--- src/rtl/fsu_pkg.sv ---
// Shared constants, codes and controller/datapath interface types for the feature standardizer.
package fsu_pkg;

  // Default sample capacity and fixed feature limit
  localparam int unsigned MAX_SAMPLES_DEF = 1024;
  localparam int unsigned MAX_DIMS        = 16;

  // Field widths
  localparam int unsigned DATA_W = 16;
  localparam int unsigned FIDX_W = 4;
  localparam int unsigned DIMS_W = 5;
  localparam int unsigned CMD_W  = 2;

  // Divider geometry: 64-bit dividend, 32-bit divisor
  localparam int unsigned DIV_W = 64;
  localparam int unsigned DVS_W = 32;

  // |d|^2 scaled by 4 * 4096^2 before the divide
  localparam int unsigned NORM_SHIFT = 26;

  // Rounded square root result
  localparam int unsigned ROOT_W = 16;
  localparam int unsigned ROOT_BIT_W = 4;

  // Command codes
  localparam logic [CMD_W-1:0] CMD_STORE  = 2'd0;
  localparam logic [CMD_W-1:0] CMD_FINISH = 2'd1;
  localparam logic [CMD_W-1:0] CMD_READ   = 2'd2;

  // Register indexes
  localparam logic REG_REFIT = 1'b0;
  localparam logic REG_DIMS  = 1'b1;

  // Datapath operations
  typedef enum logic [4:0] {
    OP_NONE,
    OP_STORE,
    OP_DIV_CNT,
    OP_TAKE_N,
    OP_WALK_INIT,
    OP_RD_WALK,
    OP_ACC_SUM,
    OP_DIV_MEAN,
    OP_TAKE_MEAN,
    OP_DIF,
    OP_SQ,
    OP_ACC_SQ,
    OP_DIV_VAR,
    OP_TAKE_VAR,
    OP_RP_CLR,
    OP_DIV_MOD,
    OP_TAKE_MOD,
    OP_DIV_NORM,
    OP_SQRT_INIT,
    OP_SQRT_STEP,
    OP_LOAD_OUT
  } dp_op_e;

  typedef struct packed {
    dp_op_e op;
    logic   new_set;
  } fsu_cmd_t;

  typedef struct packed {
    logic div_busy;
    logic i_last;
    logic j_last;
    logic n_zero;
    logic refit;
    logic rp_valid;
    logic var_zero;
    logic sqrt_last;
    logic out_free;
  } fsu_sts_t;

endpackage

--- src/rtl/fsu_ctrl.sv ---
// Controller: command decode and sequencing of the finish and read operations.
module fsu_ctrl (
  input  logic                      clk_i,
  input  logic                      rst_ni,
  input  logic                      in_valid_i,
  input  logic [fsu_pkg::CMD_W-1:0] cmd_i,
  output logic                      in_stall_o,
  input  fsu_pkg::fsu_sts_t         sts_i,
  output fsu_pkg::fsu_cmd_t         cmd_o
);
  import fsu_pkg::*;

  localparam logic [4:0] S_IDLE      = 5'd0;
  localparam logic [4:0] S_FIN_DIV   = 5'd1;
  localparam logic [4:0] S_FIN_WAIT  = 5'd2;
  localparam logic [4:0] S_FIN_N     = 5'd3;
  localparam logic [4:0] S_FIN_CHK   = 5'd4;
  localparam logic [4:0] S_SUM_INIT  = 5'd5;
  localparam logic [4:0] S_SUM_RD    = 5'd6;
  localparam logic [4:0] S_SUM_ACC   = 5'd7;
  localparam logic [4:0] S_MEAN_DIV  = 5'd8;
  localparam logic [4:0] S_MEAN_WAIT = 5'd9;
  localparam logic [4:0] S_MEAN_TAKE = 5'd10;
  localparam logic [4:0] S_SQ_INIT   = 5'd11;
  localparam logic [4:0] S_SQ_RD     = 5'd12;
  localparam logic [4:0] S_SQ_DIF    = 5'd13;
  localparam logic [4:0] S_SQ_MUL    = 5'd14;
  localparam logic [4:0] S_SQ_ACC    = 5'd15;
  localparam logic [4:0] S_VAR_DIV   = 5'd16;
  localparam logic [4:0] S_VAR_WAIT  = 5'd17;
  localparam logic [4:0] S_VAR_TAKE  = 5'd18;
  localparam logic [4:0] S_FIN_DONE  = 5'd19;
  localparam logic [4:0] S_RD_DIV    = 5'd20;
  localparam logic [4:0] S_RD_WAIT   = 5'd21;
  localparam logic [4:0] S_RD_MEM    = 5'd22;
  localparam logic [4:0] S_RD_DIF    = 5'd23;
  localparam logic [4:0] S_RD_CHK    = 5'd24;
  localparam logic [4:0] S_RD_NDIV   = 5'd25;
  localparam logic [4:0] S_RD_NWAIT  = 5'd26;
  localparam logic [4:0] S_RD_SQI    = 5'd27;
  localparam logic [4:0] S_RD_SQRT   = 5'd28;
  localparam logic [4:0] S_RD_OUT    = 5'd29;

  logic [4:0] state_q, state_d;
  logic       ready_q, ready_d;
  logic       accept;

  assign in_stall_o = (state_q != S_IDLE);
  assign accept     = in_valid_i && (state_q == S_IDLE);

  // Next state and datapath command
  always_comb begin
    state_d       = state_q;
    ready_d       = ready_q;
    cmd_o.op      = OP_NONE;
    cmd_o.new_set = 1'b0;
    case (state_q)
      S_IDLE: begin
        if (accept) begin
          case (cmd_i)
            CMD_STORE: begin
              cmd_o.op      = OP_STORE;
              cmd_o.new_set = ready_q;
              ready_d       = 1'b0;
            end
            CMD_FINISH: begin
              state_d = S_FIN_DIV;
            end
            CMD_READ: begin
              if (ready_q && sts_i.rp_valid) begin
                state_d = S_RD_DIV;
              end
            end
            default: begin
            end
          endcase
        end
      end
      // Whole samples in the set
      S_FIN_DIV: begin
        cmd_o.op = OP_DIV_CNT;
        state_d  = S_FIN_WAIT;
      end
      S_FIN_WAIT: begin
        if (!sts_i.div_busy) begin
          state_d = S_FIN_N;
        end
      end
      S_FIN_N: begin
        cmd_o.op = OP_TAKE_N;
        state_d  = S_FIN_CHK;
      end
      S_FIN_CHK: begin
        state_d = (sts_i.refit && !sts_i.n_zero) ? S_SUM_INIT : S_FIN_DONE;
      end
      // Mean of one feature
      S_SUM_INIT: begin
        cmd_o.op = OP_WALK_INIT;
        state_d  = S_SUM_RD;
      end
      S_SUM_RD: begin
        cmd_o.op = OP_RD_WALK;
        state_d  = S_SUM_ACC;
      end
      S_SUM_ACC: begin
        cmd_o.op = OP_ACC_SUM;
        state_d  = sts_i.i_last ? S_MEAN_DIV : S_SUM_RD;
      end
      S_MEAN_DIV: begin
        cmd_o.op = OP_DIV_MEAN;
        state_d  = S_MEAN_WAIT;
      end
      S_MEAN_WAIT: begin
        if (!sts_i.div_busy) begin
          state_d = S_MEAN_TAKE;
        end
      end
      S_MEAN_TAKE: begin
        cmd_o.op = OP_TAKE_MEAN;
        state_d  = S_SQ_INIT;
      end
      // Variance of one feature
      S_SQ_INIT: begin
        cmd_o.op = OP_WALK_INIT;
        state_d  = S_SQ_RD;
      end
      S_SQ_RD: begin
        cmd_o.op = OP_RD_WALK;
        state_d  = S_SQ_DIF;
      end
      S_SQ_DIF: begin
        cmd_o.op = OP_DIF;
        state_d  = S_SQ_MUL;
      end
      S_SQ_MUL: begin
        cmd_o.op = OP_SQ;
        state_d  = S_SQ_ACC;
      end
      S_SQ_ACC: begin
        cmd_o.op = OP_ACC_SQ;
        state_d  = sts_i.i_last ? S_VAR_DIV : S_SQ_RD;
      end
      S_VAR_DIV: begin
        cmd_o.op = OP_DIV_VAR;
        state_d  = S_VAR_WAIT;
      end
      S_VAR_WAIT: begin
        if (!sts_i.div_busy) begin
          state_d = S_VAR_TAKE;
        end
      end
      S_VAR_TAKE: begin
        cmd_o.op = OP_TAKE_VAR;
        state_d  = sts_i.j_last ? S_FIN_DONE : S_SUM_INIT;
      end
      S_FIN_DONE: begin
        cmd_o.op = OP_RP_CLR;
        ready_d  = 1'b1;
        state_d  = S_IDLE;
      end
      // Read: feature index, difference, divide, root
      S_RD_DIV: begin
        cmd_o.op = OP_DIV_MOD;
        state_d  = S_RD_WAIT;
      end
      S_RD_WAIT: begin
        if (!sts_i.div_busy) begin
          state_d = S_RD_MEM;
        end
      end
      S_RD_MEM: begin
        cmd_o.op = OP_TAKE_MOD;
        state_d  = S_RD_DIF;
      end
      S_RD_DIF: begin
        cmd_o.op = OP_DIF;
        state_d  = S_RD_CHK;
      end
      S_RD_CHK: begin
        cmd_o.op = OP_SQ;
        state_d  = sts_i.var_zero ? S_RD_OUT : S_RD_NDIV;
      end
      S_RD_NDIV: begin
        cmd_o.op = OP_DIV_NORM;
        state_d  = S_RD_NWAIT;
      end
      S_RD_NWAIT: begin
        if (!sts_i.div_busy) begin
          state_d = S_RD_SQI;
        end
      end
      S_RD_SQI: begin
        cmd_o.op = OP_SQRT_INIT;
        state_d  = S_RD_SQRT;
      end
      S_RD_SQRT: begin
        cmd_o.op = OP_SQRT_STEP;
        if (sts_i.sqrt_last) begin
          state_d = S_RD_OUT;
        end
      end
      S_RD_OUT: begin
        if (sts_i.out_free) begin
          cmd_o.op = OP_LOAD_OUT;
          state_d  = S_IDLE;
        end
      end
      default: begin
        state_d = S_IDLE;
      end
    endcase
  end

  always_ff @(posedge clk_i or negedge rst_ni) begin
    if (!rst_ni) begin
      state_q <= S_IDLE;
      ready_q <= 1'b0;
    end else begin
      state_q <= state_d;
      ready_q <= ready_d;
    end
  end

endmodule

--- config.mk ---
export PLATFORM = sky130hd
export DESIGN_NAME = fsu_ctrl
export DESIGN_NICKNAME = d
export VERILOG_FILES = /design/src/rtl/fsu_pkg.sv /design/src/rtl/fsu_ctrl.sv
export SDC_FILE = /design/constraint.sdc
export NUM_CORES = 1
export LEC_CHECK = 0
export ABC_CLOCK_PERIOD_IN_PS = 3140
export BUFFER_PORTS_ARGS = -buffer_cell sky130_fd_sc_hd__clkbuf_2
export CORE_MARGIN = 2
export CORE_UTILIZATION = 40
export DETAILED_ROUTE_END_ITERATION = 8
export SKIP_CTS_REPAIR_TIMING = 1
export SKIP_LAST_GASP = 1
export SYNTH_ARGS = -nofsm -noshare
export SYNTH_HDL_FRONTEND = slang
export SYNTH_SLANG_ARGS = --single-unit
--- constraint.sdc ---
create_clock -name clk_i -period 3.14 [get_ports clk_i]
set_input_delay 0.157 -clock clk_i [delete_from_list [all_inputs] [get_ports clk_i]]
set_output_delay 0.157 -clock clk_i [all_outputs]
set_load 0.02 [all_outputs]
==> metrics.md <==
| Metric | Value |
|---|---|
| Fmax | `361.3 MHz` |
| Final WL | `2600 um` |
| Cells after Synth | `137` |
| GR Util All Layers | `roughly 20%` |
| Largest cells by area after synthesis | `dfrtp_1, o21ai_0, a21oi_1` |
| Core area | `2255 um^2` |
| Status | `finished, final reports clean` |
| Layout area overhead | `10.50%` |
| Crit path kind | `reg2out` |
| R2R cell count | `5` |
| CP Capture Type | `output pin` |
| Int Power | `between 0.0005 and 0.0006 W` |
| Clock slew at reported path FFs | `~0.040 ns` |
| Worst-margin pin slew | `0.9773 ns` |
| RSZ-0062 raised after global routing | `no` |
| Clock Tree Root | `clkbuf_4` |
| Max cap viols | `0` |
| Worst setup SP type | `register` |
| Syn Area/Cell | `7.133 um^2` |
| Share of cells above drive strength 1 | `21.77%` |
| Die Y | `53.43 um` |
| Wire per inst | `14.86 um` |
| I/O Buffers | `20` |
| Sw Share | `55.66%` |
| CTS tree | `built` |
| PwrDens | `1141 nW/um^2` |
| DR pass1 iterations | `4` |
| Slew margin rel. | `a little over a third` |
| Vias in the first global route | `910` |
| Max-slew violation count | `0` |
| Worst r2r src | `state_q[3]` |
| Clk_skew | `0.003210 ns` |
| Ports | `21` |
| Fin nets | `163` |
| H-tree Lvls | `1` |
| Number of synthesis warnings | `0` |
| Main synth FF type | `dfrtp_1` |
| Total gr overflow | `0` |
| First-pass GRT wire length | `between 4000 and 5000 um` |
| Area leader, netlist | `dfrtp_1` |
| Ant. Diodes | `0` |
| Number of synthesized flops with an enable pin | `0` |
| Largest net degree at the start of global routing | `34` |
| Combinational Power Share | `67.0%` |
| CP max FO | `30` |
| Worst EP arrival | `about 2.6 ns` |
| Clock power share | `5.7%` |
| VDD IR max | `0.5755 mV` |
| Fraction of registers with async set/reset | `100.0%` |
| Top cell type's share of synthesized area | `15.36%` |
| # rows | `17` |
| Hold slack | `0.2677 ns` |
| CP Capture Point | `cmd_o[1]` |
| Critical Path Source | `state_q[3]` |
| Final period util | `88.14%` |
| Synth unique cells | `49` |
| LEAKAGE | `0.4637 nW` |
| Mapped Nets | `about 150` |
| Detailed-route via count | `approximately 1100` |
| 1st-iter DRT viols | `33` |
| Final min period | `roughly 2.8 ns` |
| Clock Latency Late Sink | `0.24 ns` |
| Vias per cell | `approximately 6` |
| TNS Setup | `0 ns` |
| DRC errors left | `0` |
| Worst min-delay path class | `in2async` |
| Final ANT Viol Nets | `0` |
| Routability cong. | `between 0.8 and 0.9` |
| Yosys reg bits | `6` |
| Worst setup margin | `0.3725 ns` |
| Seq pwr share | `27.3%` |
| Sw power | `0.0006857 W` |
| Sinks on Clock Net | `6` |
| Final hold vios | `0` |
| Pre-CTS setup slack | `0.6574 ns` |
| Core Util, Final | `47.89%` |
| Dpl hpwl | `1790 um` |
| Setup slack, reg-to-reg | `0.76 ns` |
| Longest Clk Path Bufs | `2` |
| Die W | `53.43 um` |
| Seq/Total Area, Yosys | `15.36%` |
| CTS buffer count | `3` |
| Layout fillers | `around 240` |
| Reg2reg end | `state_q[0]` |
| Synthesized cell area | `977.2 um^2` |
| Die ar. | `2854 um^2` |
| CP Data Required Time | `2.98 ns` |
| Setup violations, final | `0` |
| Effective utilization at floorplan | `a little over two fifths` |
| Initial antenna violation count | `0` |
-- cells in the final DEF (no fill, tap or decap), types with 3 or more instances in the layout --
cell / Yosys / layout
clkbuf_2: 0 / 20
o21ai_0: 15 / 15
nand2_1: 11 / 11
nor2_1: 11 / 11
a21oi_1: 9 / 9
nor2b_1: 6 / 6
dfrtp_1: 6 / 6
inv_1: 5 / 5
nand2b_1: 5 / 5
nor3b_1: 5 / 5
or2_2: 3 / 3
a31oi_1: 3 / 3
clkbuf_4: 0 / 3
-- synth_stat cells (2+ instances only) --
master and instances:
or2_2 3, inv_1 5, o21ai_0 15, o211a_1 2, o2bb2ai_1 2, clkbuf_1 4
nor3b_1 5, dfrtp_1 6, a21oi_1 9, nand2b_1 5, buf_2 7, and2_1 2
nor2_1 11, buf_1 3, a21o_1 2, nor2b_1 6, o22ai_1 2, a31oi_1 3
a211o_1 2, a221o_1 2, nand3_1 2, a21boi_0 2, nand2_1 11
-- cell families (layout without fill, tap and decap cells) --
group                  Yosys count  after routing  share of synthesized area (%)
AO/OA/AOI/OAI                   54             54                          40.08
XOR/XNOR                         1              1                         0.8965
buffers and inverters           20             30                          9.346
flip-flops                       6              6                          15.36
multiplexers                     1              1                          1.536
AND/OR/NAND/NOR                 55             55                          32.78
-- power groups by stage --
stage                     combinational [W]  sequential (W)  clock [W]
final                              0.000826        0.000337  0.0000698
after global routing               0.000916        0.000357  0.0000806
after CTS                          0.000825        0.000332  0.0000728
after detailed placement           0.000821        0.000333          0
after global placement             0.000814        0.000329          0
after floorplan                    0.000843        0.000145          0
-- through the flow --
step	std cells	total power, W	area [um^2]
6_report	175	0.001232	1080
5_1_grt	175	0.001353	1080
4_1_cts	174	0.001230	1070
3_5_place_dp	171	0.001154	1047
3_3_place_gp	171	0.001143	1047
2_1_floorplan	137	0.0009880	977.2
-- flip-flops by register name (all words and copies together) (netlist names) --
name / cells
ready_q: 1
state_q: 5
-- area by class of cell --
cell class / count / area [um^2] / area share (%)
Tap cell: 28 / 35.03 / 3.244
Inverter: 5 / 18.77 / 1.738
Sequential cell: 6 / 150.1 / 13.90
Clock buffer: 3 / 22.52 / 2.086
Timing Repair Buffer: 22 / 117.6 / 10.89
Multi-Input combinational cell: 111 / 735.7 / 68.13
-- critical path, cell delays in order, from the launching register on --
cell	delay, ns
dfrtp_1	0.69
or2_2	0.48
nor2b_1	0.17
inv_1	0.07
nor4b_1	0.58
or2_2	0.21
clkbuf_2	0.16
-- worst min path at each step --
stage               cells past startpoint    from          to  slack [ns]
finish                                  2  rst_ni     ready_q        0.27
global route                            2  rst_ni  state_q[1]        0.28
CTS                                     1  rst_ni  state_q[0]       -0.28
detailed placement                      1  rst_ni  state_q[0]       -0.01
global placement                        1  rst_ni  state_q[2]       -0.02
floorplan                               0  rst_ni     ready_q       -0.14
-- routing by layer --
layer / global-route usage (%) / routed length, um
met5: 0 / 0
met4: 3.419 / 0
met3: 3.672 / 144
met2: 30.25 / 1228
met1: 29.13 / 1226
Power figures use the tool's default switching activity.
